## src/rtl/lpod_pkg.sv

```systemverilog
// Shared types, codes and helper functions for the line program opcode decoder.
// Used by lpod_front, lpod_queue, lpod_back and line_program_opcode_decoder.
`default_nettype none

package lpod_pkg;

   // Record classes on the result channel.
   localparam logic [1:0] CLASS_STD  = 2'd0;
   localparam logic [1:0] CLASS_EXT  = 2'd1;
   localparam logic [1:0] CLASS_SPEC = 2'd2;

   // Standard opcode numbers that carry operands or need special handling.
   localparam logic [7:0] OP_ADVANCE_PC   = 8'd2;
   localparam logic [7:0] OP_ADVANCE_LINE = 8'd3;
   localparam logic [7:0] OP_SET_FILE     = 8'd4;
   localparam logic [7:0] OP_SET_COLUMN   = 8'd5;
   localparam logic [7:0] OP_CONST_STEP   = 8'd8;
   localparam logic [7:0] OP_FIXED_ADV_PC = 8'd9;

   // Extended subtypes.
   localparam logic [7:0] EXT_UNKNOWN      = 8'd0;
   localparam logic [7:0] EXT_END_SEQUENCE = 8'd1;
   localparam logic [7:0] EXT_SET_ADDRESS  = 8'd2;
   localparam logic [7:0] EXT_DEFINE_FILE  = 8'd3;
   localparam logic [7:0] EXT_DISCRIM      = 8'd4;

   // Highest opcode byte, used as the dividend source of the constant address step.
   localparam logic [7:0] MAX_OPCODE = 8'd255;
   // Saturation limit of the byte counter.
   localparam logic [8:0] COUNT_MAX  = 9'd511;
   // Configuration register indexes.
   localparam logic [1:0] CSR_MIN_INSTR   = 2'd0;
   localparam logic [1:0] CSR_LINE_OFFSET = 2'd1;
   localparam logic [1:0] CSR_LINE_SPAN   = 2'd2;
   localparam logic [1:0] CSR_OP_BASE     = 2'd3;
   // Queue depth between front and back.
   localparam int QUEUE_DEPTH = 2;
   // Divider iterations, one quotient bit each.
   localparam logic [3:0] DIV_STEPS = 4'd8;

   typedef enum logic [3:0] {
      PH_IDLE,
      PH_STD_ULEB,
      PH_STD_SLEB,
      PH_STD_FIX,
      PH_EXT_LEN,
      PH_EXT_SUB,
      PH_EXT_ADDR,
      PH_EXT_NAME,
      PH_EXT_ULEB,
      PH_EXT_SKIP
   } phase_type;

   typedef enum logic [1:0] {
      JOB_PASS,
      JOB_SCALE,
      JOB_SPECIAL,
      JOB_CONST_ADD
   } job_kind_type;

   typedef enum logic [1:0] {
      BK_IDLE,
      BK_DIV,
      BK_DONE
   } back_state_type;

   // One classified opcode waiting for the back end.
   typedef struct packed {
      job_kind_type kind;
      logic [1:0]   op_class;
      logic [7:0]   op_code;
      logic [31:0]  addr;
      logic [31:0]  line;
      logic [31:0]  arg;
      logic [31:0]  dir;
      logic [31:0]  ftime;
      logic [31:0]  fsize;
      logic [8:0]   len;
   } job_type;

   typedef struct packed {
      logic [7:0] min_instr_length;
      logic [7:0] line_offset;
      logic [7:0] line_span;
      logic [7:0] first_special;
   } cfg_type;

   typedef struct packed {
      logic [31:0] acc;
      logic [5:0]  sh;
      logic        done;
   } leb_type;

   // One LEB128 byte: bits beyond 32 are dropped, sign extends only below bit 32.
   function automatic leb_type leb_step(logic [31:0] acc, logic [5:0] sh,
                                        logic [7:0] b, logic sgn);
      leb_type r;
      r.acc  = acc;
      r.sh   = sh;
      r.done = ~b[7];
      if (sh < 6'd32) begin
         r.acc = acc | ({25'd0, b[6:0]} << sh);
         r.sh  = sh + 6'd7;
      end
      if (r.done && sgn && b[6] && (r.sh < 6'd32)) begin
         r.acc = r.acc | (32'hFFFF_FFFF << r.sh);
      end
      return r;
   endfunction

endpackage

`default_nettype wire

```

## src/rtl/lpod_front.sv

```systemverilog
// Front end: parses the byte stream and pushes one classified job per opcode.
// Depends on lpod_pkg.
`default_nettype none

module lpod_front
   import lpod_pkg::*;
(
   input  wire logic    clock,
   input  wire logic    reset,
   input  wire logic    in_take,
   input  wire logic [7:0] in_byte,
   output logic         push,
   output job_type      push_job
);

   phase_type   phase_ff, phase_in;
   logic [7:0]  cur_ff, cur_in;
   logic [7:0]  rem_ff, rem_in;
   logic [31:0] acc_ff, acc_in;
   logic [5:0]  sh_ff, sh_in;
   logic [8:0]  bc_ff, bc_in;
   logic [1:0]  fi_ff, fi_in;
   logic [31:0] h0_ff, h0_in, h1_ff, h1_in, h2_ff, h2_in;

   // Parser state.
   always_ff @(posedge clock) begin
      if (reset) begin
         phase_ff <= PH_IDLE;
         cur_ff   <= '0;
         rem_ff   <= '0;
         acc_ff   <= '0;
         sh_ff    <= '0;
         bc_ff    <= '0;
         fi_ff    <= '0;
         h0_ff    <= '0;
         h1_ff    <= '0;
         h2_ff    <= '0;
      end else if (in_take) begin
         phase_ff <= phase_in;
         cur_ff   <= cur_in;
         rem_ff   <= rem_in;
         acc_ff   <= acc_in;
         sh_ff    <= sh_in;
         bc_ff    <= bc_in;
         fi_ff    <= fi_in;
         h0_ff    <= h0_in;
         h1_ff    <= h1_in;
         h2_ff    <= h2_in;
      end
   end

   // Next parser state and the job for a completed opcode.
   always_comb begin
      leb_type    lb;
      logic       ext_go;
      logic [8:0] bc_inc;
      phase_in = phase_ff;
      cur_in   = cur_ff;
      rem_in   = rem_ff;
      acc_in   = acc_ff;
      sh_in    = sh_ff;
      bc_in    = bc_ff;
      fi_in    = fi_ff;
      h0_in    = h0_ff;
      h1_in    = h1_ff;
      h2_in    = h2_ff;
      push     = 1'b0;
      push_job = '0;
      ext_go   = 1'b0;
      bc_inc   = (bc_ff != COUNT_MAX) ? bc_ff + 9'd1 : bc_ff;
      lb       = leb_step(acc_ff, sh_ff, in_byte, phase_ff == PH_STD_SLEB);

      case (phase_ff)
         PH_IDLE: begin
            if (in_byte == 8'd0) begin
               phase_in = PH_EXT_LEN;
               cur_in   = EXT_UNKNOWN;
            end else if (in_byte <= OP_FIXED_ADV_PC) begin
               cur_in = in_byte;
               bc_in  = 9'd1;
               acc_in = '0;
               sh_in  = '0;
               push_job.op_class = CLASS_STD;
               push_job.op_code  = in_byte;
               push_job.len      = 9'd1;
               if (in_byte == OP_ADVANCE_PC || in_byte == OP_SET_FILE ||
                   in_byte == OP_SET_COLUMN) begin
                  phase_in = PH_STD_ULEB;
               end else if (in_byte == OP_ADVANCE_LINE) begin
                  phase_in = PH_STD_SLEB;
               end else if (in_byte == OP_FIXED_ADV_PC) begin
                  phase_in = PH_STD_FIX;
               end else if (in_byte == OP_CONST_STEP) begin
                  push          = 1'b1;
                  push_job.kind = JOB_CONST_ADD;
               end else begin
                  push          = 1'b1;
                  push_job.kind = JOB_PASS;
               end
            end else begin
               push              = 1'b1;
               push_job.kind     = JOB_SPECIAL;
               push_job.op_class = CLASS_SPEC;
               push_job.op_code  = in_byte;
               push_job.len      = 9'd1;
            end
         end
         PH_STD_ULEB, PH_STD_SLEB: begin
            bc_in  = bc_inc;
            acc_in = lb.acc;
            sh_in  = lb.sh;
            if (lb.done) begin
               phase_in          = PH_IDLE;
               push              = 1'b1;
               push_job.op_class = CLASS_STD;
               push_job.op_code  = cur_ff;
               push_job.len      = bc_inc;
               if (phase_ff == PH_STD_SLEB) begin
                  push_job.kind = JOB_PASS;
                  push_job.line = lb.acc;
               end else if (cur_ff == OP_ADVANCE_PC) begin
                  push_job.kind = JOB_SCALE;
                  push_job.addr = lb.acc;
               end else begin
                  push_job.kind = JOB_PASS;
                  push_job.arg  = lb.acc;
               end
            end
         end
         PH_STD_FIX: begin
            bc_in = bc_inc;
            if (sh_ff == 6'd0) begin
               acc_in = {24'd0, in_byte};
               sh_in  = 6'd1;
            end else begin
               phase_in          = PH_IDLE;
               acc_in            = {16'd0, in_byte, acc_ff[7:0]};
               push              = 1'b1;
               push_job.kind     = JOB_SCALE;
               push_job.op_class = CLASS_STD;
               push_job.op_code  = OP_FIXED_ADV_PC;
               push_job.addr     = {16'd0, in_byte, acc_ff[7:0]};
               push_job.len      = 9'd3;
            end
         end
         PH_EXT_LEN: begin
            rem_in = in_byte;
            bc_in  = {1'b0, in_byte} + 9'd2;
            cur_in = EXT_UNKNOWN;
            h0_in  = '0;
            h1_in  = '0;
            h2_in  = '0;
            fi_in  = '0;
            acc_in = '0;
            sh_in  = '0;
            if (in_byte == 8'd0) begin
               // Empty extended op completes at once.
               phase_in          = PH_IDLE;
               push              = 1'b1;
               push_job.kind     = JOB_PASS;
               push_job.op_class = CLASS_EXT;
               push_job.op_code  = EXT_UNKNOWN;
               push_job.len      = 9'd2;
            end else begin
               phase_in = PH_EXT_SUB;
            end
         end
         PH_EXT_SUB: begin
            ext_go = 1'b1;
            cur_in = (in_byte >= EXT_END_SEQUENCE && in_byte <= EXT_DISCRIM) ?
                     in_byte : EXT_UNKNOWN;
            if (in_byte == EXT_SET_ADDRESS) begin
               phase_in = PH_EXT_ADDR;
            end else if (in_byte == EXT_DEFINE_FILE) begin
               phase_in = PH_EXT_NAME;
            end else if (in_byte == EXT_DISCRIM) begin
               phase_in = PH_EXT_ULEB;
            end else begin
               phase_in = PH_EXT_SKIP;
            end
         end
         PH_EXT_ADDR: begin
            ext_go = 1'b1;
            h0_in  = h0_ff | ({24'd0, in_byte} << {sh_ff[1:0], 3'b000});
            sh_in  = sh_ff + 6'd1;
            if (sh_in >= 6'd4) begin
               phase_in = PH_EXT_SKIP;
            end
         end
         PH_EXT_NAME: begin
            ext_go = 1'b1;
            if (in_byte == 8'd0) begin
               phase_in = PH_EXT_ULEB;
            end
         end
         PH_EXT_ULEB: begin
            ext_go = 1'b1;
            acc_in = lb.acc;
            sh_in  = lb.sh;
            if (lb.done) begin
               case (fi_ff)
                  2'd0:    h0_in = lb.acc;
                  2'd1:    h1_in = lb.acc;
                  default: h2_in = lb.acc;
               endcase
               acc_in = '0;
               sh_in  = '0;
               if (cur_ff == EXT_DEFINE_FILE && fi_ff < 2'd2) begin
                  fi_in = fi_ff + 2'd1;
               end else begin
                  phase_in = PH_EXT_SKIP;
               end
            end
         end
         PH_EXT_SKIP: begin
            ext_go = 1'b1;
         end
         default: begin
            phase_in = PH_IDLE;
         end
      endcase

      // Extended payload countdown; the last payload byte closes the record.
      if (ext_go) begin
         rem_in = rem_ff - 8'd1;
         if (rem_in == 8'd0) begin
            if (phase_in == PH_EXT_ULEB) begin
               case (fi_in)
                  2'd0:    h0_in = acc_in;
                  2'd1:    h1_in = acc_in;
                  default: h2_in = acc_in;
               endcase
            end
            phase_in          = PH_IDLE;
            push              = 1'b1;
            push_job.kind     = JOB_PASS;
            push_job.op_class = CLASS_EXT;
            push_job.op_code  = cur_in;
            push_job.len      = bc_ff;
            if (cur_in == EXT_DEFINE_FILE) begin
               push_job.dir   = h0_in;
               push_job.ftime = h1_in;
               push_job.fsize = h2_in;
            end else if (cur_in == EXT_SET_ADDRESS || cur_in == EXT_DISCRIM) begin
               push_job.arg = h0_in;
            end
         end
      end

      // A job leaves the parser only in a cycle that takes a word.
      if (!in_take) begin
         push = 1'b0;
      end
   end

endmodule

`default_nettype wire

```

## src/rtl/lpod_queue.sv

```systemverilog
// Two-word queue that decouples the parser from the arithmetic back end.
// Depends on lpod_pkg.
`default_nettype none

module lpod_queue
   import lpod_pkg::*;
(
   input  wire logic clock,
   input  wire logic reset,
   input  wire logic push,
   input  job_type   push_data,
   input  wire logic pop,
   output job_type   pop_data,
   output logic      full,
   output logic      empty
);

   job_type    mem_ff [QUEUE_DEPTH];
   logic [1:0] count_ff, count_in;
   logic       wr_ff, rd_ff;

   assign full     = (count_ff == 2'(QUEUE_DEPTH));
   assign empty    = (count_ff == 2'd0);
   assign pop_data = mem_ff[rd_ff];

   // Occupancy follows push and pop.
   always_comb begin
      count_in = count_ff;
      if (push && !pop) begin
         count_in = count_ff + 2'd1;
      end else if (pop && !push) begin
         count_in = count_ff - 2'd1;
      end
   end

   // Pointers and occupancy.
   always_ff @(posedge clock) begin
      if (reset) begin
         count_ff <= '0;
         wr_ff    <= 1'b0;
         rd_ff    <= 1'b0;
      end else begin
         count_ff <= count_in;
         if (push) begin
            wr_ff <= ~wr_ff;
         end
         if (pop) begin
            rd_ff <= ~rd_ff;
         end
      end
   end

   // Storage words.
   always_ff @(posedge clock) begin
      if (push) begin
         mem_ff[wr_ff] <= push_data;
      end
   end

   a_no_overflow: assert property (@(posedge clock) disable iff (reset)
      full |-> !push)
      else $error("queue written while full");

   a_no_underflow: assert property (@(posedge clock) disable iff (reset)
      empty |-> !pop)
      else $error("queue read while empty");

   a_ptr_match: assert property (@(posedge clock) disable iff (reset)
      (wr_ff == rd_ff) |-> (empty || full))
      else $error("queue pointers disagree with occupancy");

endmodule

`default_nettype wire

```

## src/rtl/lpod_back.sv

```systemverilog
// Back end: divides special and constant address step opcodes by the line span, scales
// address advances and holds the finished record in the output register. Depends on lpod_pkg.
`default_nettype none

module lpod_back
   import lpod_pkg::*;
(
   input  wire logic  clock,
   input  wire logic  reset,
   input  cfg_type    cfg,
   input  wire logic  q_empty,
   input  job_type    q_data,
   output logic       q_pop,
   output logic       out_valid,
   input  wire logic  out_stall,
   output job_type    out_rec
);

   back_state_type state_ff, state_in;
   job_type        job_ff;
   logic [7:0]     quo_ff, quo_in;
   logic [7:0]     rem_ff, rem_in;
   logic [7:0]     div_ff, div_in;
   logic           neg_ff, neg_in;
   logic [3:0]     step_ff, step_in;
   logic           out_valid_ff, out_valid_in;
   job_type        out_ff, out_in;

   assign out_valid = out_valid_ff;
   assign out_rec   = out_ff;

   // Sequencer state and control registers.
   always_ff @(posedge clock) begin
      if (reset) begin
         state_ff     <= BK_IDLE;
         step_ff      <= '0;
         out_valid_ff <= 1'b0;
      end else begin
         state_ff     <= state_in;
         step_ff      <= step_in;
         out_valid_ff <= out_valid_in;
      end
   end

   // Working and output payload registers.
   always_ff @(posedge clock) begin
      if (q_pop) begin
         job_ff <= q_data;
      end
      quo_ff <= quo_in;
      rem_ff <= rem_in;
      div_ff <= div_in;
      neg_ff <= neg_in;
      out_ff <= out_in;
   end

   // Take a job, run the restoring divider for special and constant step jobs, then scale and finish the record.
   always_comb begin
      logic [8:0]  adj;
      logic [8:0]  trial;
      logic [8:0]  q_s;
      logic [8:0]  m_s;
      logic [31:0] mul_a;
      logic [39:0] prod;
      state_in     = state_ff;
      step_in      = step_ff;
      quo_in       = quo_ff;
      rem_in       = rem_ff;
      div_in       = div_ff;
      neg_in       = neg_ff;
      out_in       = out_ff;
      out_valid_in = out_valid_ff && out_stall;
      q_pop        = 1'b0;
      adj          = '0;
      trial        = {rem_ff, quo_ff[7]};
      q_s          = neg_ff ? 9'd0 - {1'b0, quo_ff} : {1'b0, quo_ff};
      m_s          = neg_ff ? 9'd0 - {1'b0, rem_ff} : {1'b0, rem_ff};
      mul_a        = (job_ff.kind == JOB_SCALE) ? job_ff.addr : {{23{q_s[8]}}, q_s};
      prod         = mul_a * {32'd0, cfg.min_instr_length};

      case (state_ff)
         BK_IDLE: begin
            if (!q_empty) begin
               q_pop = 1'b1;
               // Signed dividend: opcode byte (MAX_OPCODE for the constant step) minus the first special opcode.
               if (q_data.kind == JOB_CONST_ADD) begin
                  adj = {1'b0, MAX_OPCODE} - {1'b0, cfg.first_special};
               end else begin
                  adj = {1'b0, q_data.op_code} - {1'b0, cfg.first_special};
               end
               neg_in = adj[8];
               div_in = cfg.line_span;
               step_in = '0;
               if (q_data.kind == JOB_SPECIAL || q_data.kind == JOB_CONST_ADD) begin
                  if (cfg.line_span == 8'd0) begin
                     // Zero range: quotient zero, remainder is the dividend.
                     quo_in   = '0;
                     rem_in   = adj[8] ? 8'(9'd0 - adj) : adj[7:0];
                     state_in = BK_DONE;
                  end else begin
                     quo_in   = adj[8] ? 8'(9'd0 - adj) : adj[7:0];
                     rem_in   = '0;
                     state_in = BK_DIV;
                  end
               end else begin
                  state_in = BK_DONE;
               end
            end
         end
         BK_DIV: begin
            // One quotient bit per cycle.
            if (trial >= {1'b0, div_ff}) begin
               rem_in = 8'(trial - {1'b0, div_ff});
               quo_in = {quo_ff[6:0], 1'b1};
            end else begin
               rem_in = trial[7:0];
               quo_in = {quo_ff[6:0], 1'b0};
            end
            step_in = step_ff + 4'd1;
            if (step_in == DIV_STEPS) begin
               state_in = BK_DONE;
            end
         end
         BK_DONE: begin
            if (!out_valid_ff || !out_stall) begin
               out_in       = job_ff;
               out_valid_in = 1'b1;
               state_in     = BK_IDLE;
               case (job_ff.kind)
                  JOB_SCALE, JOB_CONST_ADD: begin
                     out_in.addr = prod[31:0];
                  end
                  JOB_SPECIAL: begin
                     out_in.addr = prod[31:0];
                     out_in.line = {{24{cfg.line_offset[7]}}, cfg.line_offset} +
                                   {{23{m_s[8]}}, m_s};
                  end
                  default: begin
                  end
               endcase
            end
         end
         default: begin
            state_in = BK_IDLE;
         end
      endcase
   end

   a_div_bounded: assert property (@(posedge clock) disable iff (reset)
      (state_ff == BK_DIV) |-> (step_ff < DIV_STEPS))
      else $error("divider ran past its last step");

   a_pop_idle_only: assert property (@(posedge clock) disable iff (reset)
      q_pop |-> (state_ff == BK_IDLE))
      else $error("job taken while the back end was busy");

   a_remainder_below: assert property (@(posedge clock) disable iff (reset)
      (state_ff == BK_DIV) |-> (rem_ff < div_ff))
      else $error("partial remainder not below divisor");

endmodule

`default_nettype wire

```

## src/rtl/line_program_opcode_decoder.sv

```systemverilog
// Line-number program opcode decoder, one program byte per word.
// A record passes from the queue word through the back end's job register to the output
// register; special and constant address step ops also run the bit-serial 8-step divider.
// The front takes one byte per cycle into a two-word queue while that queue is not full;
// the back takes a new job only after it has finished the last record.
// Synchronous active-high reset restores the default registers and empties all.
`default_nettype none

module line_program_opcode_decoder
   import lpod_pkg::*;
(
   input  wire logic        clock,
   input  wire logic        reset,
   input  wire logic        req_valid,
   output logic             req_stall,
   input  wire logic [7:0]  req_data_byte,
   output logic             rsp_valid,
   input  wire logic        rsp_stall,
   output logic [1:0]       rsp_op_class,
   output logic [7:0]       rsp_op_code,
   output logic [31:0]      rsp_addr_advance,
   output logic signed [31:0] rsp_line_advance,
   output logic [31:0]      rsp_arg_value,
   output logic [31:0]      rsp_file_dir,
   output logic [31:0]      rsp_file_time,
   output logic [31:0]      rsp_file_size,
   output logic [8:0]       rsp_op_length,
   input  wire logic        csr_valid,
   output logic             csr_ready,
   input  wire logic [1:0]  csr_index,
   input  wire logic [7:0]  csr_wdata
);

   cfg_type cfg_ff;
   logic    take;
   logic    push, q_full, q_empty, q_pop;
   job_type push_job, q_data, out_rec;

   assign csr_ready = 1'b1;
   assign req_stall = q_full;
   assign take      = req_valid && !q_full;

   // Configuration registers.
   always_ff @(posedge clock) begin
      if (reset) begin
         cfg_ff.min_instr_length <= 8'd1;
         cfg_ff.line_offset      <= 8'hFB;
         cfg_ff.line_span        <= 8'd14;
         cfg_ff.first_special    <= 8'd13;
      end else if (csr_valid) begin
         case (csr_index)
            CSR_MIN_INSTR:   cfg_ff.min_instr_length <= csr_wdata;
            CSR_LINE_OFFSET: cfg_ff.line_offset      <= csr_wdata;
            CSR_LINE_SPAN:   cfg_ff.line_span        <= csr_wdata;
            CSR_OP_BASE:     cfg_ff.first_special    <= csr_wdata;
            default: begin
            end
         endcase
      end
   end

   lpod_front u_front (
      .clock    (clock),
      .reset    (reset),
      .in_take  (take),
      .in_byte  (req_data_byte),
      .push     (push),
      .push_job (push_job)
   );

   lpod_queue u_queue (
      .clock     (clock),
      .reset     (reset),
      .push      (push),
      .push_data (push_job),
      .pop       (q_pop),
      .pop_data  (q_data),
      .full      (q_full),
      .empty     (q_empty)
   );

   lpod_back u_back (
      .clock     (clock),
      .reset     (reset),
      .cfg       (cfg_ff),
      .q_empty   (q_empty),
      .q_data    (q_data),
      .q_pop     (q_pop),
      .out_valid (rsp_valid),
      .out_stall (rsp_stall),
      .out_rec   (out_rec)
   );

   // Result word fields.
   assign rsp_op_class     = out_rec.op_class;
   assign rsp_op_code      = out_rec.op_code;
   assign rsp_addr_advance = out_rec.addr;
   assign rsp_line_advance = out_rec.line;
   assign rsp_arg_value    = out_rec.arg;
   assign rsp_file_dir     = out_rec.dir;
   assign rsp_file_time    = out_rec.ftime;
   assign rsp_file_size    = out_rec.fsize;
   assign rsp_op_length    = out_rec.len;

endmodule

`default_nettype wire
```

## config.mk

```make
export PLATFORM = sky130hd
export DESIGN_NAME = line_program_opcode_decoder
export DESIGN_NICKNAME = d
export VERILOG_FILES = /design/src/rtl/lpod_pkg.sv /design/src/rtl/lpod_front.sv /design/src/rtl/lpod_queue.sv /design/src/rtl/lpod_back.sv /design/src/rtl/line_program_opcode_decoder.sv
export SDC_FILE = /design/constraint.sdc
export NUM_CORES = 2
export LEC_CHECK = 0
export BUFFER_PORTS_ARGS = -buffer_cell sky130_fd_sc_hd__buf_4
export CAP_MARGIN = 10
export CORE_UTILIZATION = 30
export DETAILED_ROUTE_END_ITERATION = 8
export PLACE_DENSITY = 0.48
export RECOVER_POWER = 25
export SLEW_MARGIN = 20
export SYNTH_ARGS = -nofsm -noshare
export SYNTH_HDL_FRONTEND = slang
export SYNTH_SLANG_ARGS = --single-unit
```

## constraint.sdc

```tcl
create_clock -name clock -period 38.4 [get_ports clock]
set_clock_uncertainty 0.1 [all_clocks]
set_input_delay 1.92 -clock clock [delete_from_list [all_inputs] [get_ports clock]]
set_output_delay 1.92 -clock clock [all_outputs]
set_load 0.02 [all_outputs]
```

==> out/results.ini <==
[worst_setup_path]
critPathCaptureType = flip-flop
cp_max_fo = 114
path_buf_inv = 1
cp_num_cells = 2
path_class = flip-flop to flip-flop
worst_path_max_delay_cell = clkbuf_1
crit_end = u_back.job_ff[160]
crit_family = buffers and inverters
cp.arrival_ps = 8580
crit_chain = clkbuf_1 -> mux2_2
ff2ff_path_depth = 2
cpPeakStageDelay_ps = 4970
ff2ff_setup_slack_ps = 30290
start_kind = flip-flop
r2r-end = u_back.job_ff[160]
crit_required_ps = 38880

[pwr]
p_sw_share_pct = 35.6
p_sw_mw = 1.61
clkPwrFrac_pct = 26.0
p_seq_share_pct = 40.6
powerDensity_mw_per_mm2 = 72.9
peakVddDrop_uv = 40.7
share_comb_of_total_power_pct = 33.5
fin_total_pwr_mw = 4.52
p_leak_nw = 21.7
internal-power_mw = 2.91

[yosys]
syn_avg_cell_area_um2 = 11.9
syn_area_mm2 = 0.0536
syn-num-nets = 4756
synthArstFlopShare_pct = 0
ys.flop_type = edfxtp_1
yosysUniqueCellTypes = 94
synthCells = 4496
ys_seq_area_share_pct = 56.8
ys_warn_count = 0
synth-edff-count = 875
ys_ff_latch = 1084

[timing]
maxSlewViolCount = 611
fin_setup_tns_ps = 0
period_share_pct = 21.1
tightest_slew_ps = 7250
fin_crit_ps = 8110
rsz0062_at_grt = false
setup_viol = 0
max_freq_mhz = 123
worst_slew_margin_rel_pct = -383
hold_viol = 0

[clock_tree]
cts_setup_buffers = 0
hold_buffers = 0
cts_resized = 0
cts_max_level = 3
clock-root-buffer = clkbuf_16
cts.sinks = 1084
path_clk_slew_ps = 60
insertion_delay_ps = 770
cts_inserted_buffers = 118
cts_tree = done
clk_path_buf_depth = 3

[global_route]
grt_pass1_vias = 36600
grt_start_max_net_pins = 115
grtUsageTotal_pct = 17.8
antenna_found_initial = 2
grt_pass1_wl_um = 244000
grt-ovfl-total = 0

[floorplanning]
ios = 237
initial_core_util_pct = 30.3
die_h_um = 425
die-area_mm2 = 0.180
rows = 154
core-area_mm2 = 0.177
dieWidth_um = 425

[status]
status = finished with violations
violations = capacitance limit, slew limit

[job]
drv_cap = 11

[detailed_routing]
via_per_inst = 5.15
vias = 36600
ant_nets = 0
drtPass1Iterations = 6
drtIter0Drc = 3123
drc = 0
wl_um = 163000
routedWlPerCell_um = 23.0

[min_path]
hold_path.class = flip-flop to flip-flop

[placed_design]
place_area_mm2 = 0.0581
io_buffers = 235
gp_congestion = 0.892
dp_hpwl_um = 109000

[final_layout]
nets = 4915
layout-drive-gt1-share_pct = 15.5
layout_commonest_cell = edfxtp_1
antenna_cells = 0
areaGrowthSynthToFinish_pct = 15.7
fin_area_mm2 = 0.0620
fin_util_pct = 35.1
final_cell_mix = 875 x edfxtp_1, 374 x nor2_1, 321 x buf_4, 298 x nand2_1, 256 x o21ai_0

## area by class of cell
type / count / area, um2
flip-flops and latches: 1084 / 30500
fillers: 17500 / 115000
multi-input cells: 2902 / 21400
repair buffers: 334 / 2460
clock buffers: 147 / 3150
clock inverters: 79 / 855
inverters: 215 / 807
well taps: 2340 / 2930
## power groups by stage
stage	Clock [mW]	Combinational, mW	Sequential, mW
6_report	1.17	1.51	1.83
5_1_grt	1.25	1.68	1.86
4_1_cts	1.21	1.54	1.84
3_5_place_dp	0	1.53	1.86
3_3_place_gp	0	1.53	1.86
2_1_floorplan	0	0.984	1.93
## registers in the layout (all words and copies together) (netlist names), 2 cells and up, named ones only
register	count
u_front.rem_ff	8
u_back.quo_ff	8
u_back.state_ff	2
u_back.out_rec	211
u_back.step_ff	4
u_back.job_ff	213
u_queue.count_ff	2
u_front.fi_ff	2
u_back.rem_ff	8
u_front.sh_ff	6
u_front.phase_ff	4
u_front.h1_ff	32
u_front.h0_ff	32
cfg_ff	32
u_back.div_ff	8
u_front.cur_ff	8
u_front.bc_ff	9
u_front.h2_ff	32
u_queue.mem_ff	426
u_front.acc_ff	32
## metal layers
metal  wire length, um  track usage, %  vias to the layer above
li1                  -               -                    16800
met1             73500            24.3                    18600
met2             78600            29.3                      972
met3              7450            2.34                      205
met4              3790            5.28                        2
met5                17               0                        -
## metrics by stage
step                      hold slack, ps  setup WS [ps]  instances
final                                304          30290       7101
after floorplan                      300          20820       4496
after CTS                            305          31170       7101
after global placement               302          31210       6874
after global routing                 311          29470       7101
after detailed placement             305          31200       6875
## cells in the mapped netlist (46+ instances only)
master	instances	area [um2]
ha_1	78	976
a21oi_1	174	871
and2_1	108	676
mux2_2	241	2710
nor3_1	46	230
nand2_1	299	1120
o22ai_1	56	350
a21o_1	46	345
dfxtp_1	209	4180
nand3_1	157	786
inv_1	213	800
nor2_1	377	1420
o21ai_0	257	1290
nor2b_1	66	413
fa_1	159	3180
xnor2_1	51	447
edfxtp_1	875	26300
mux2i_1	65	651
clkbuf_1	240	901
a211oi_1	114	856
nand3b_1	102	766
## worst register-to-register path, delay by kind of cell, from the launching register on
family / cells / cell delay (ps)
flip-flops: 1 / 1630
buffers and inverters: 1 / 4980
multiplexers: 1 / 1230
## kinds of logic after synthesis
group                    Yosys count  share of synthesized area, %
AND/OR/NAND/NOR                 1327                          12.4
flip-flops                      1084                          56.8
multiplexers                     310                          6.43
AO/OA/AOI/OAI                    941                          11.5
adder cells (fa/ha/maj)          237                          7.76
buffers and inverters            510                          3.69
XOR/XNOR                          86                          1.40
other                              1                       0.00699
## worst min-delay path by stage
stage,startpoint,to,slack (ps),depth (start not counted)
after floorplan,u_back.job_ff[0],u_back.out_rec[0],300,0
after detailed placement,u_back.job_ff[110],u_back.out_rec[110],300,0
final,u_back.job_ff[121],u_back.out_rec[121],300,0
after CTS,u_back.job_ff[37],u_back.out_rec[37],310,0
after global routing,u_back.job_ff[121],u_back.out_rec[121],310,0
after global placement,u_back.job_ff[81],u_back.out_rec[81],300,0
No activity file was read; power rests on OpenSTA's default activity.
